**config.mk**
```make
export PLATFORM = sky130hd
export DESIGN_NAME = multi_level_window_min_max_rms
export DESIGN_NICKNAME = d
export VERILOG_FILES = /design/src/rtl/mlwmmr_pkg.sv /design/src/rtl/mlwmmr_front.sv /design/src/rtl/mlwmmr_fifo.sv /design/src/rtl/mlwmmr_back.sv /design/src/rtl/multi_level_window_min_max_rms.sv
export SDC_FILE = /design/constraint.sdc
export NUM_CORES = 2
export LEC_CHECK = 0
export BUFFER_PORTS_ARGS = -buffer_cell sky130_fd_sc_hd__buf_2
export CAP_MARGIN = 20
export CORE_MARGIN = 2
export CORE_UTILIZATION = 45
export CTS_BUF_LIST = sky130_fd_sc_hd__clkbuf_8
export CTS_CLUSTER_SIZE = 10
export DETAILED_ROUTE_END_ITERATION = 8
export PLACE_DENSITY = 0.74
export RECOVER_POWER = 100
export REMOVE_ABC_BUFFERS = 1
export SLEW_MARGIN = 30
export SYNTH_ARGS = -nofsm -noshare
export SYNTH_HDL_FRONTEND = slang
export SYNTH_SLANG_ARGS = --single-unit
```
**constraint.sdc**
```tcl
create_clock -name i_clk -period 12.6 [get_ports i_clk]
set_input_delay 0.63 -clock i_clk [delete_from_list [all_inputs] [get_ports i_clk]]
set_output_delay 0.63 -clock i_clk [all_outputs]
set_load 0.02 [all_outputs]
```
**src/rtl/mlwmmr_pkg.sv**
```systemverilog
// ----------------------------------------------------------------------------
// mlwmmr_pkg
// shared types and constants for the multi-level window min/max/rms block
// ----------------------------------------------------------------------------
package mlwmmr_pkg;

    localparam int NUM_REGS   = 6;
    localparam int REG_IDX_W  = 3;
    localparam int WSIZE_W    = 17;
    localparam int SAMPLE_W   = 24;
    localparam int SQSUM_W    = 63;
    localparam int LEVEL_W    = 3;
    localparam int RMS_W      = 24;

    // one closed window handed from the front part to the back part
    typedef struct packed {
        logic [LEVEL_W-1:0]  level;
        logic [SAMPLE_W-1:0] pmin;
        logic [SAMPLE_W-1:0] pmax;
        logic [SQSUM_W-1:0]  sqsum;
        logic [WSIZE_W-1:0]  count;
        logic                last;
    } t_job;

    typedef enum logic [2:0] {
        ST_IDLE,
        ST_DIV,
        ST_SQRT,
        ST_OUT
    } t_back_state;

    typedef enum logic [1:0] {
        FS_IDLE,
        FS_SCAN
    } t_front_state;

endpackage

```
**src/rtl/mlwmmr_front.sv**
```systemverilog
// ----------------------------------------------------------------------------
// mlwmmr_front
// accepts samples, updates the per-level accumulators one level per cycle
// unless a closing level meets a full job queue; pushes closed windows into it
// ----------------------------------------------------------------------------
module mlwmmr_front #(
    parameter int NUM_LEVELS      = 6,
    parameter int SAMPLE_BITS     = 24,
    parameter int MAX_WINDOW_BITS = 16
) (
    input  logic                              i_clk,
    input  logic                              i_rst_n,
    input  logic                              i_valid,
    output logic                              o_stall,
    input  logic [mlwmmr_pkg::SAMPLE_W-1:0]   i_sample,
    input  logic                              i_end_of_buffer,
    input  logic [mlwmmr_pkg::WSIZE_W-1:0]    i_wsize [NUM_LEVELS],
    output logic                              o_push,
    output mlwmmr_pkg::t_job                  o_job,
    input  logic                              i_full
);
    import mlwmmr_pkg::*;

    localparam int LW = (NUM_LEVELS > 1) ? $clog2(NUM_LEVELS) : 1;
    localparam logic [WSIZE_W-1:0] TOP = WSIZE_W'(1) << MAX_WINDOW_BITS;

    t_front_state r_st, n_st;
    logic [LW-1:0] r_lvl;
    logic signed [SAMPLE_W-1:0] r_s;
    logic [2*SAMPLE_W-1:0] r_sq;
    logic r_eob;

    logic [SAMPLE_W-1:0] r_min [NUM_LEVELS];
    logic [SAMPLE_W-1:0] r_max [NUM_LEVELS];
    logic [SQSUM_W-1:0]  r_sum [NUM_LEVELS];
    logic [WSIZE_W-1:0]  r_cnt [NUM_LEVELS];

    logic signed [SAMPLE_W-1:0] s_ext;
    logic signed [SAMPLE_W-1:0] c_min, c_max;
    logic [SQSUM_W-1:0] c_sum;
    logic [WSIZE_W-1:0] c_cnt, eff;
    logic close, later, last_lvl;

    // sign-extend the low SAMPLE_BITS bits
    always_comb begin
        s_ext = SAMPLE_W'($signed(i_sample[SAMPLE_BITS-1:0]));
    end

    always_comb begin
        logic empty;
        empty = (r_cnt[r_lvl] == '0);
        c_min = (empty || r_s < $signed(r_min[r_lvl])) ? r_s : $signed(r_min[r_lvl]);
        c_max = (empty || r_s > $signed(r_max[r_lvl])) ? r_s : $signed(r_max[r_lvl]);
        c_sum = (empty ? '0 : r_sum[r_lvl]) + SQSUM_W'(r_sq);
        c_cnt = r_cnt[r_lvl] + 1'b1;
        eff   = i_wsize[r_lvl];
        if (eff == '0) eff = WSIZE_W'(1);
        if (eff > TOP) eff = TOP;
        close = (c_cnt >= eff) || r_eob;
        last_lvl = (r_lvl == LW'(NUM_LEVELS-1));
        // any higher level closing on this sample
        later = r_eob && !last_lvl;
        for (int k = 0; k < NUM_LEVELS; k++) begin
            logic [WSIZE_W-1:0] e;
            e = i_wsize[k];
            if (e == '0) e = WSIZE_W'(1);
            if (e > TOP) e = TOP;
            if (k > int'(r_lvl) && (r_cnt[k] + 1'b1) >= e) later = 1'b1;
        end
    end

    // the queue takes one entry per closing step, which waits while it is full
    logic step;
    assign step = (r_st == FS_SCAN) && !(close && i_full);

    always_comb begin
        n_st = r_st;
        case (r_st)
            FS_IDLE: if (i_valid) n_st = FS_SCAN;
            FS_SCAN: if (step && last_lvl) n_st = FS_IDLE;
            default: n_st = FS_IDLE;
        endcase
    end

    always_comb begin
        o_stall       = (r_st != FS_IDLE);
        o_push        = step && close;
        o_job.level   = LEVEL_W'(r_lvl);
        o_job.pmin    = c_min;
        o_job.pmax    = c_max;
        o_job.sqsum   = c_sum;
        o_job.count   = c_cnt;
        o_job.last    = !later;
    end

    always_ff @(posedge i_clk) begin
        if (!i_rst_n) begin
            r_st  <= FS_IDLE;
            r_lvl <= '0;
            for (int k = 0; k < NUM_LEVELS; k++) r_cnt[k] <= '0;
        end else begin
            r_st <= n_st;
            if (r_st == FS_IDLE && i_valid) begin
                r_s   <= s_ext;
                r_sq  <= (2*SAMPLE_W)'($signed(s_ext) * $signed(s_ext));
                r_eob <= i_end_of_buffer;
                r_lvl <= '0;
            end
            if (step) begin
                r_min[r_lvl] <= c_min;
                r_max[r_lvl] <= c_max;
                r_sum[r_lvl] <= c_sum;
                r_cnt[r_lvl] <= close ? '0 : c_cnt;
                if (!last_lvl) r_lvl <= r_lvl + 1'b1;
            end
        end
    end
endmodule

```
**src/rtl/mlwmmr_fifo.sv**
```systemverilog
// ----------------------------------------------------------------------------
// mlwmmr_fifo
// short job queue between the accumulator front and the divide/sqrt back
// ----------------------------------------------------------------------------
module mlwmmr_fifo #(
    parameter int DEPTH = 4
) (
    input  logic             i_clk,
    input  logic             i_rst_n,
    input  logic             i_push,
    input  mlwmmr_pkg::t_job i_job,
    output logic             o_full,
    input  logic             i_pop,
    output logic             o_empty,
    output mlwmmr_pkg::t_job o_job
);
    import mlwmmr_pkg::*;

    localparam int AW = $clog2(DEPTH);

    t_job r_mem [DEPTH];
    logic [AW-1:0] r_wp, r_rp;
    logic [AW:0]   r_cnt;

    assign o_full  = (r_cnt == (AW+1)'(DEPTH));
    assign o_empty = (r_cnt == '0);
    assign o_job   = r_mem[r_rp];

    always_ff @(posedge i_clk) begin
        if (i_push && !o_full) r_mem[r_wp] <= i_job;
    end

    always_ff @(posedge i_clk) begin
        if (!i_rst_n) begin
            r_wp  <= '0;
            r_rp  <= '0;
            r_cnt <= '0;
        end else begin
            if (i_push && !o_full) r_wp <= r_wp + 1'b1;
            if (i_pop && !o_empty) r_rp <= r_rp + 1'b1;
            r_cnt <= r_cnt + (AW+1)'(i_push && !o_full) - (AW+1)'(i_pop && !o_empty);
        end
    end
endmodule

```
**src/rtl/mlwmmr_back.sv**
```systemverilog
// ----------------------------------------------------------------------------
// mlwmmr_back
// restoring divide of the square sum by the count, then a bit-pair square
// root, then the result register
// ----------------------------------------------------------------------------
module mlwmmr_back (
    input  logic                             i_clk,
    input  logic                             i_rst_n,
    input  logic                             i_empty,
    input  mlwmmr_pkg::t_job                 i_job,
    output logic                             o_pop,
    output logic                             o_valid,
    input  logic                             i_stall,
    output logic [mlwmmr_pkg::LEVEL_W-1:0]   o_level,
    output logic [mlwmmr_pkg::SAMPLE_W-1:0]  o_point_min,
    output logic [mlwmmr_pkg::SAMPLE_W-1:0]  o_point_max,
    output logic [mlwmmr_pkg::RMS_W-1:0]     o_point_rms,
    output logic [mlwmmr_pkg::WSIZE_W-1:0]   o_point_count,
    output logic                             o_last_of_run
);
    import mlwmmr_pkg::*;

    localparam int QW = 48;      // quotient bounded by max square
    localparam int DSTEP = 2;    // quotient bits per cycle
    localparam int SSTEP = 2;    // root bits per cycle

    t_back_state r_st, n_st;
    t_job r_job;
    logic [QW-1:0] r_q;
    logic [SQSUM_W-1:0] r_rem;
    logic [5:0] r_i;
    logic [QW-1:0] r_v;
    logic [RMS_W:0] r_root;
    logic [RMS_W+2:0] r_srem;
    logic [RMS_W-1:0] r_rms;

    logic [QW-1:0] d_q;
    logic [SQSUM_W-1:0] d_rem;
    logic [RMS_W:0] s_root;
    logic [RMS_W+2:0] s_rem;
    logic [5:0] i_next;
    logic done_sqrt;

    // long division, quotient bits from the top
    always_comb begin
        logic [SQSUM_W:0] t;
        d_q = r_q;
        d_rem = r_rem;
        for (int k = 0; k < DSTEP; k++) begin
            t = {d_rem, r_job.sqsum[SQSUM_W-1 - (int'(r_i) + k)]};
            d_q = {d_q[QW-2:0], 1'b0};
            if (t >= (SQSUM_W+1)'(r_job.count)) begin
                t = t - (SQSUM_W+1)'(r_job.count);
                d_q[0] = 1'b1;
            end
            d_rem = t[SQSUM_W-1:0];
        end
    end

    // digit-by-digit square root of the 48-bit mean
    always_comb begin
        logic [RMS_W+2:0] t;
        logic [RMS_W+2:0] trial;
        s_root = r_root;
        s_rem  = r_srem;
        for (int k = 0; k < SSTEP; k++) begin
            t = {s_rem[RMS_W:0], r_v[QW-1 - 2*(int'(r_i)+k) -: 2]};
            trial = {s_root, 2'b01};
            s_root = {s_root[RMS_W-1:0], 1'b0};
            if (t >= trial) begin
                t = t - trial;
                s_root[0] = 1'b1;
            end
            s_rem = t;
        end
    end

    assign i_next    = r_i + 6'(DSTEP);
    assign done_sqrt = (r_i + 6'(SSTEP) == 6'(QW/2));

    always_comb begin
        n_st = r_st;
        case (r_st)
            ST_IDLE: if (!i_empty) n_st = ST_DIV;
            ST_DIV:  if (r_i >= 6'(SQSUM_W - DSTEP + 1)) n_st = ST_SQRT;
            ST_SQRT: if (done_sqrt) n_st = ST_OUT;
            ST_OUT:  if (!i_stall) n_st = ST_IDLE;
            default: n_st = ST_IDLE;
        endcase
    end

    always_comb begin
        o_pop         = (r_st == ST_IDLE) && !i_empty;
        o_valid       = (r_st == ST_OUT);
        o_level       = r_job.level;
        o_point_min   = r_job.pmin;
        o_point_max   = r_job.pmax;
        o_point_rms   = r_rms;
        o_point_count = r_job.count;
        o_last_of_run = r_job.last;
    end

    // 63 dividend bits: one single step at the end keeps the pair stepping even
    logic [QW-1:0] d1_q;
    logic [SQSUM_W-1:0] d1_rem;
    always_comb begin
        logic [SQSUM_W:0] t;
        t = {r_rem, r_job.sqsum[0]};
        d1_q = {r_q[QW-2:0], 1'b0};
        if (t >= (SQSUM_W+1)'(r_job.count)) begin
            t = t - (SQSUM_W+1)'(r_job.count);
            d1_q[0] = 1'b1;
        end
        d1_rem = t[SQSUM_W-1:0];
    end

    always_ff @(posedge i_clk) begin
        if (!i_rst_n) begin
            r_st <= ST_IDLE;
        end else begin
            r_st <= n_st;
        end
        case (r_st)
            ST_IDLE: begin
                r_job <= i_job;
                r_q   <= '0;
                r_rem <= '0;
                r_i   <= '0;
            end
            ST_DIV: begin
                if (r_i >= 6'(SQSUM_W - DSTEP + 1)) begin
                    r_v    <= d1_q;
                    r_i    <= '0;
                    r_root <= '0;
                    r_srem <= '0;
                end else begin
                    r_q   <= d_q;
                    r_rem <= d_rem;
                    r_i   <= i_next;
                end
            end
            ST_SQRT: begin
                r_root <= s_root;
                r_srem <= s_rem;
                r_i    <= r_i + 6'(SSTEP);
                if (done_sqrt) r_rms <= s_root[RMS_W-1:0];
            end
            default: ;
        endcase
    end
endmodule

```
**src/rtl/multi_level_window_min_max_rms.sv**
```systemverilog
// ----------------------------------------------------------------------------
// multi_level_window_min_max_rms
// six-level min/max/rms waveform decimation of one sample stream
// ----------------------------------------------------------------------------
//  channel  | handshake              | beat
//  in       | i_valid / o_stall      | i_sample, i_end_of_buffer
//  out      | o_valid / i_stall      | level, min, max, rms, count, last
//  cfg      | i_cfg_valid / o_cfg_ready | i_cfg_index, i_cfg_data
//
// the front stalls while scanning a sample, one level per cycle unless a push waits
// each window passes the back as pop, divide, sqrt, out before the next pop
// a result beat held by i_stall holds the back, and a closing level waits on a full queue
// a four-entry job queue lets the front run ahead while results wait
// synchronous active-low reset: counts cleared, window sizes to defaults
module multi_level_window_min_max_rms #(
    parameter int NUM_LEVELS      = 6,
    parameter int SAMPLE_BITS     = 24,
    parameter int MAX_WINDOW_BITS = 16
) (
    input  logic                               i_clk,
    input  logic                               i_rst_n,
    input  logic                               i_valid,
    output logic                               o_stall,
    input  logic signed [mlwmmr_pkg::SAMPLE_W-1:0] i_sample,
    input  logic                               i_end_of_buffer,
    output logic                               o_valid,
    input  logic                               i_stall,
    output logic [mlwmmr_pkg::LEVEL_W-1:0]     o_level,
    output logic signed [mlwmmr_pkg::SAMPLE_W-1:0] o_point_min,
    output logic signed [mlwmmr_pkg::SAMPLE_W-1:0] o_point_max,
    output logic [mlwmmr_pkg::RMS_W-1:0]       o_point_rms,
    output logic [mlwmmr_pkg::WSIZE_W-1:0]     o_point_count,
    output logic                               o_last_of_run,
    input  logic                               i_cfg_valid,
    output logic                               o_cfg_ready,
    input  logic [mlwmmr_pkg::REG_IDX_W-1:0]   i_cfg_index,
    input  logic [mlwmmr_pkg::WSIZE_W-1:0]     i_cfg_data
);
    import mlwmmr_pkg::*;

    logic [WSIZE_W-1:0] r_wsize [NUM_REGS];
    logic [WSIZE_W-1:0] wsz [NUM_LEVELS];
    logic push, full, pop, empty;
    t_job fjob, qjob;

    assign o_cfg_ready = 1'b1;

    always_ff @(posedge i_clk) begin
        if (!i_rst_n) begin
            for (int k = 0; k < NUM_REGS; k++)
                r_wsize[k] <= WSIZE_W'(4) << (2*k);
        end else if (i_cfg_valid && i_cfg_index < REG_IDX_W'(NUM_REGS)) begin
            r_wsize[i_cfg_index] <= i_cfg_data;
        end
    end

    always_comb begin
        for (int k = 0; k < NUM_LEVELS; k++) wsz[k] = r_wsize[k];
    end

    mlwmmr_front #(
        .NUM_LEVELS(NUM_LEVELS), .SAMPLE_BITS(SAMPLE_BITS),
        .MAX_WINDOW_BITS(MAX_WINDOW_BITS)
    ) u_front (
        .i_clk(i_clk), .i_rst_n(i_rst_n), .i_valid(i_valid), .o_stall(o_stall),
        .i_sample(i_sample), .i_end_of_buffer(i_end_of_buffer), .i_wsize(wsz),
        .o_push(push), .o_job(fjob), .i_full(full)
    );

    mlwmmr_fifo #(.DEPTH(4)) u_fifo (
        .i_clk(i_clk), .i_rst_n(i_rst_n), .i_push(push), .i_job(fjob),
        .o_full(full), .i_pop(pop), .o_empty(empty), .o_job(qjob)
    );

    mlwmmr_back u_back (
        .i_clk(i_clk), .i_rst_n(i_rst_n), .i_empty(empty), .i_job(qjob),
        .o_pop(pop), .o_valid(o_valid), .i_stall(i_stall), .o_level(o_level),
        .o_point_min(o_point_min), .o_point_max(o_point_max),
        .o_point_rms(o_point_rms), .o_point_count(o_point_count),
        .o_last_of_run(o_last_of_run)
    );

    a_push_room: assert property (@(posedge i_clk) disable iff (!i_rst_n)
        push |-> !full) else $error("push into full queue");
    a_out_hold: assert property (@(posedge i_clk) disable iff (!i_rst_n)
        o_valid && i_stall |=> o_valid && $stable(o_point_rms))
        else $error("result dropped under stall");
    a_count_nz: assert property (@(posedge i_clk) disable iff (!i_rst_n)
        o_valid |-> o_point_count != '0) else $error("empty window emitted");
endmodule
```
==> reports/metrics.yaml <==
route:
  route.layer.met1.wl_um: 107000
  vias_per_cell: 5.80
  routed.top_layer: "met4"
  drt_iter0_drc: 7045
  wl_met2_um: 126000
  antenna_left: 0
  routed_wl_um: 270000
  dr.pass1.iters: 6
  drc: 0
  wl_per_cell_um: 23.1
  vias: 67600
  wl_met3_um: 26500
logic_synthesis:
  synth-xor-area-share_pct: 2.86
  synth_fa_ha_area_share_pct: 16.1
  synth_compound_area_share_pct: 8.18
  syn-cell-area_sq_um: 105000
  synthCells: 8149
  yosysSeqAreaShare_pct: 53.6
  ys_warn_count: 0
  synthSimpleGateAreaFrac_pct: 9.64
  synth_edf_count: 1872
  synth_ff_type: "edfxtp_1"
  syn-mean-instance-area_sq_um: 12.9
  synth_top_family_by_area: "adder cells"
  ys_types: 105
  synthArstFlopShare_pct: 0
  synth_mux_area_share_pct: 5.21
  synth-seq-cells: 1885
floorplan:
  die_w_um: 488
  coreArea_sq_um: 233000
  dieArea_sq_um: 238000
  pin_count: 146
  rows: 177
  die_h_um: 488
  initial_core_util_pct: 45.3
placed_design:
  port-buffer-count: 144
  dp.cells: 11100
  dpl.hpwl_um: 186000
  place.gp.congestion: 0.994
clock_network:
  cts_sinks: 1885
  clk_latency_ps: 1060
  htree_levels: 5
  path_clk_slew_ps: 60
  cts.repair.resized: 0
  root_buffer: "clkbuf_8"
  cts-buffers-inserted: 311
  cts_tree: "built"
  cts_buffer_depth: 4
timing:
  fin_skew_ps: 116
  drv_slew: 1848
  relSlewSlack_pct: -160
  setup_viol: 0
  period_minus_slack_ps: 11200
  holdWs_ps: 94.7
  hold_viol: 0
  finalCritPeriodShare_pct: 88.9
  fmax_mhz: 89.3
  worst_pin_slew_ps: 3910
  fin_setup_tns_ps: 0
  rsz0062_at_grt: "false"
critical_path:
  worstSetupEndpointType: "flop"
  path_buf_inv: 4
  arrival_ps: 11750
  path_cells: "buf_4, and3b_1, a21o_1, a211o_1, nor2_1, nor3_1, and2_0, nand2_1, xor2_1, ha_1, a21o_1, a211oi_1, a21oi_1, o31ai_1, a2111o_1, a31oi_1, clkbuf_1, nor2_1, nand2_1, clkinvlp_2, clkbuf_4"
  cpLargestDelayFamily: "simple AND/OR/NAND/NOR gates"
  slowest_stage: "dfxtp_1"
  cp.required_ps: 13160
  startpoint_type: "flop"
  max_stage_delay_ps: 1940
  cp_max_fo: 111
  criticalPathCategory: "reg2reg"
grt:
  antenna_found_initial: 3
  track_usage_pct: 22.6
  grt_max_degree: 112
  grt_pass1_wl_um: 413000
  grt.overflow.total: 0
  first_global_vias: 68900
layout:
  final_cells: 11700
  layout_common_cells: "edfxtp_1 (1,872), inv_1 (848), nor2_1 (710), nand2_1 (566), fa_1 (559)"
  final_layout_size_suffix_gt1_share_pct: 8.47
  area_growth_pct: 8.55
  mostFrequentLayoutCell: "edfxtp_1"
  fillers: 19800
  fin_nets: 9399
min_path:
  hold_class: "in2reg"
run:
  maxCapViolations: 51
run_status:
  violations: "max-capacitance violations, max-slew violations"
  status: "finished with violations"
repair_timing:
action,CTS,global route
endpoints found under the hold margin,25,0
hold buffers,20,0
setup buffers,0,0
metal layers:
metal,GRT usage (%),vias to the layer above
li1,-,29700
met1,30.8,33800
met2,35.9,3523
met3,4.20,609
met4,8.59,0
met5,0,-
state kept, by name, indices dropped and copies added (netlist names), 47 cells and up:
| signal | flops |
|---|---|
| r_wsize | 102 |
| u_front.r_cnt | 136 |
| u_front.r_sum | 378 |
| u_fifo.r_mem | 528 |
| u_back.r_v | 48 |
| u_back.r_q | 47 |
| u_back.r_rem | 63 |
| u_front.r_max | 144 |
| u_front.r_min | 144 |
| u_back.r_job | 63 |
| u_front.r_sq | 47 |
worst register-to-register path, stage by stage (launching register included):
cell,delay (ps)
dfxtp_1,1940
buf_4,930
and3b_1,1320
a21o_1,260
a211o_1,150
nor2_1,80
nor3_1,380
and2_0,230
nand2_1,80
xor2_1,660
ha_1,380
a21o_1,180
a211oi_1,240
a21oi_1,100
o31ai_1,410
a2111o_1,280
a31oi_1,100
clkbuf_1,270
nor2_1,430
nand2_1,480
clkinvlp_2,240
clkbuf_4,1510
area by class of cell:
| type | instances | area (sq um) | share of cell area (%) |
|---|---|---|---|
| inverters | 774 | 2920 | 2.55 |
| diodes | 1 | 2.50 | 0.00219 |
| clock inverters | 198 | 1020 | 0.896 |
| multi-input cells | 5106 | 44200 | 38.7 |
| clock buffers | 321 | 4420 | 3.86 |
| repair buffers | 254 | 1360 | 1.19 |
| well taps | 3132 | 3920 | 3.43 |
| flip-flops and latches | 1885 | 56500 | 49.4 |
final timing paths:
check                                    start                             end  slack [ps]  depth (start not counted)
setup / recovery   u_front.r_lvl[1]$_SDFF_PN0_  u_front.r_sum[2][45]$_DFFE_PP_        1400                         21
hold / removal                     i_cfg_valid     r_wsize[3][8]$_SDFFCE_PN1P_          90                          4
setup reg to reg   u_front.r_lvl[1]$_SDFF_PN0_  u_front.r_sum[2][45]$_DFFE_PP_        1400                         21
hold reg to reg   u_back.r_q[27]$_SDFFCE_PN0P_        u_back.r_v[28]$_DFFE_PP_         430                          0
through the flow:
stage                     worst slack, ps  instance area (sq um)  utilization (%)
after CTS                            2930                 115000             49.3
after detailed placement             2890                 109000             46.9
after global placement               3140                 109000             46.9
after floorplan                     -6260                 104000                -
final                                1400                 114000             49.1
after global routing                 1070                 114000             49.1
cell families after synthesis:
family                     after synthesis
DFF                                   1885
and+or+nand+nor                       2125
adders and majority gates             1017
xor gates and xnor gates               342
AOI/OAI and AO/OA                     1285
muxes                                  336
other                                    1
buffers and inverters                 1158
cells in the mapped netlist, drive strengths merged (31+ instances only):
| library cell | n | area (sq um) |
|---|---|---|
| edfxtp | 1872 | 56200 |
| inv | 771 | 2890 |
| nor2 | 715 | 2690 |
| nand2 | 568 | 2130 |
| fa | 559 | 11200 |
| ha | 458 | 5730 |
| a21oi | 348 | 1740 |
| clkbuf | 231 | 868 |
| xnor2 | 227 | 2000 |
| and2 | 224 | 1400 |
| o21ai | 181 | 906 |
| mux4 | 167 | 3760 |
| buf | 153 | 897 |
| mux2i | 144 | 1440 |
| nand3 | 115 | 586 |
| xor2 | 115 | 1010 |
| a21o | 105 | 788 |
| a22oi | 92 | 696 |
| nor3 | 88 | 470 |
| o22ai | 81 | 507 |
| o21a | 75 | 563 |
| nand4 | 70 | 453 |
| a2111oi | 57 | 505 |
| nand2b | 56 | 350 |
| nor2b | 55 | 344 |
| and3 | 54 | 338 |
| nor4 | 50 | 347 |
| a221oi | 42 | 368 |
| a22o | 42 | 368 |
| or3 | 31 | 199 |
Power is not shown: default switching activity piles up to over one toggle a cycle in this logic, so the estimate is an artifact.
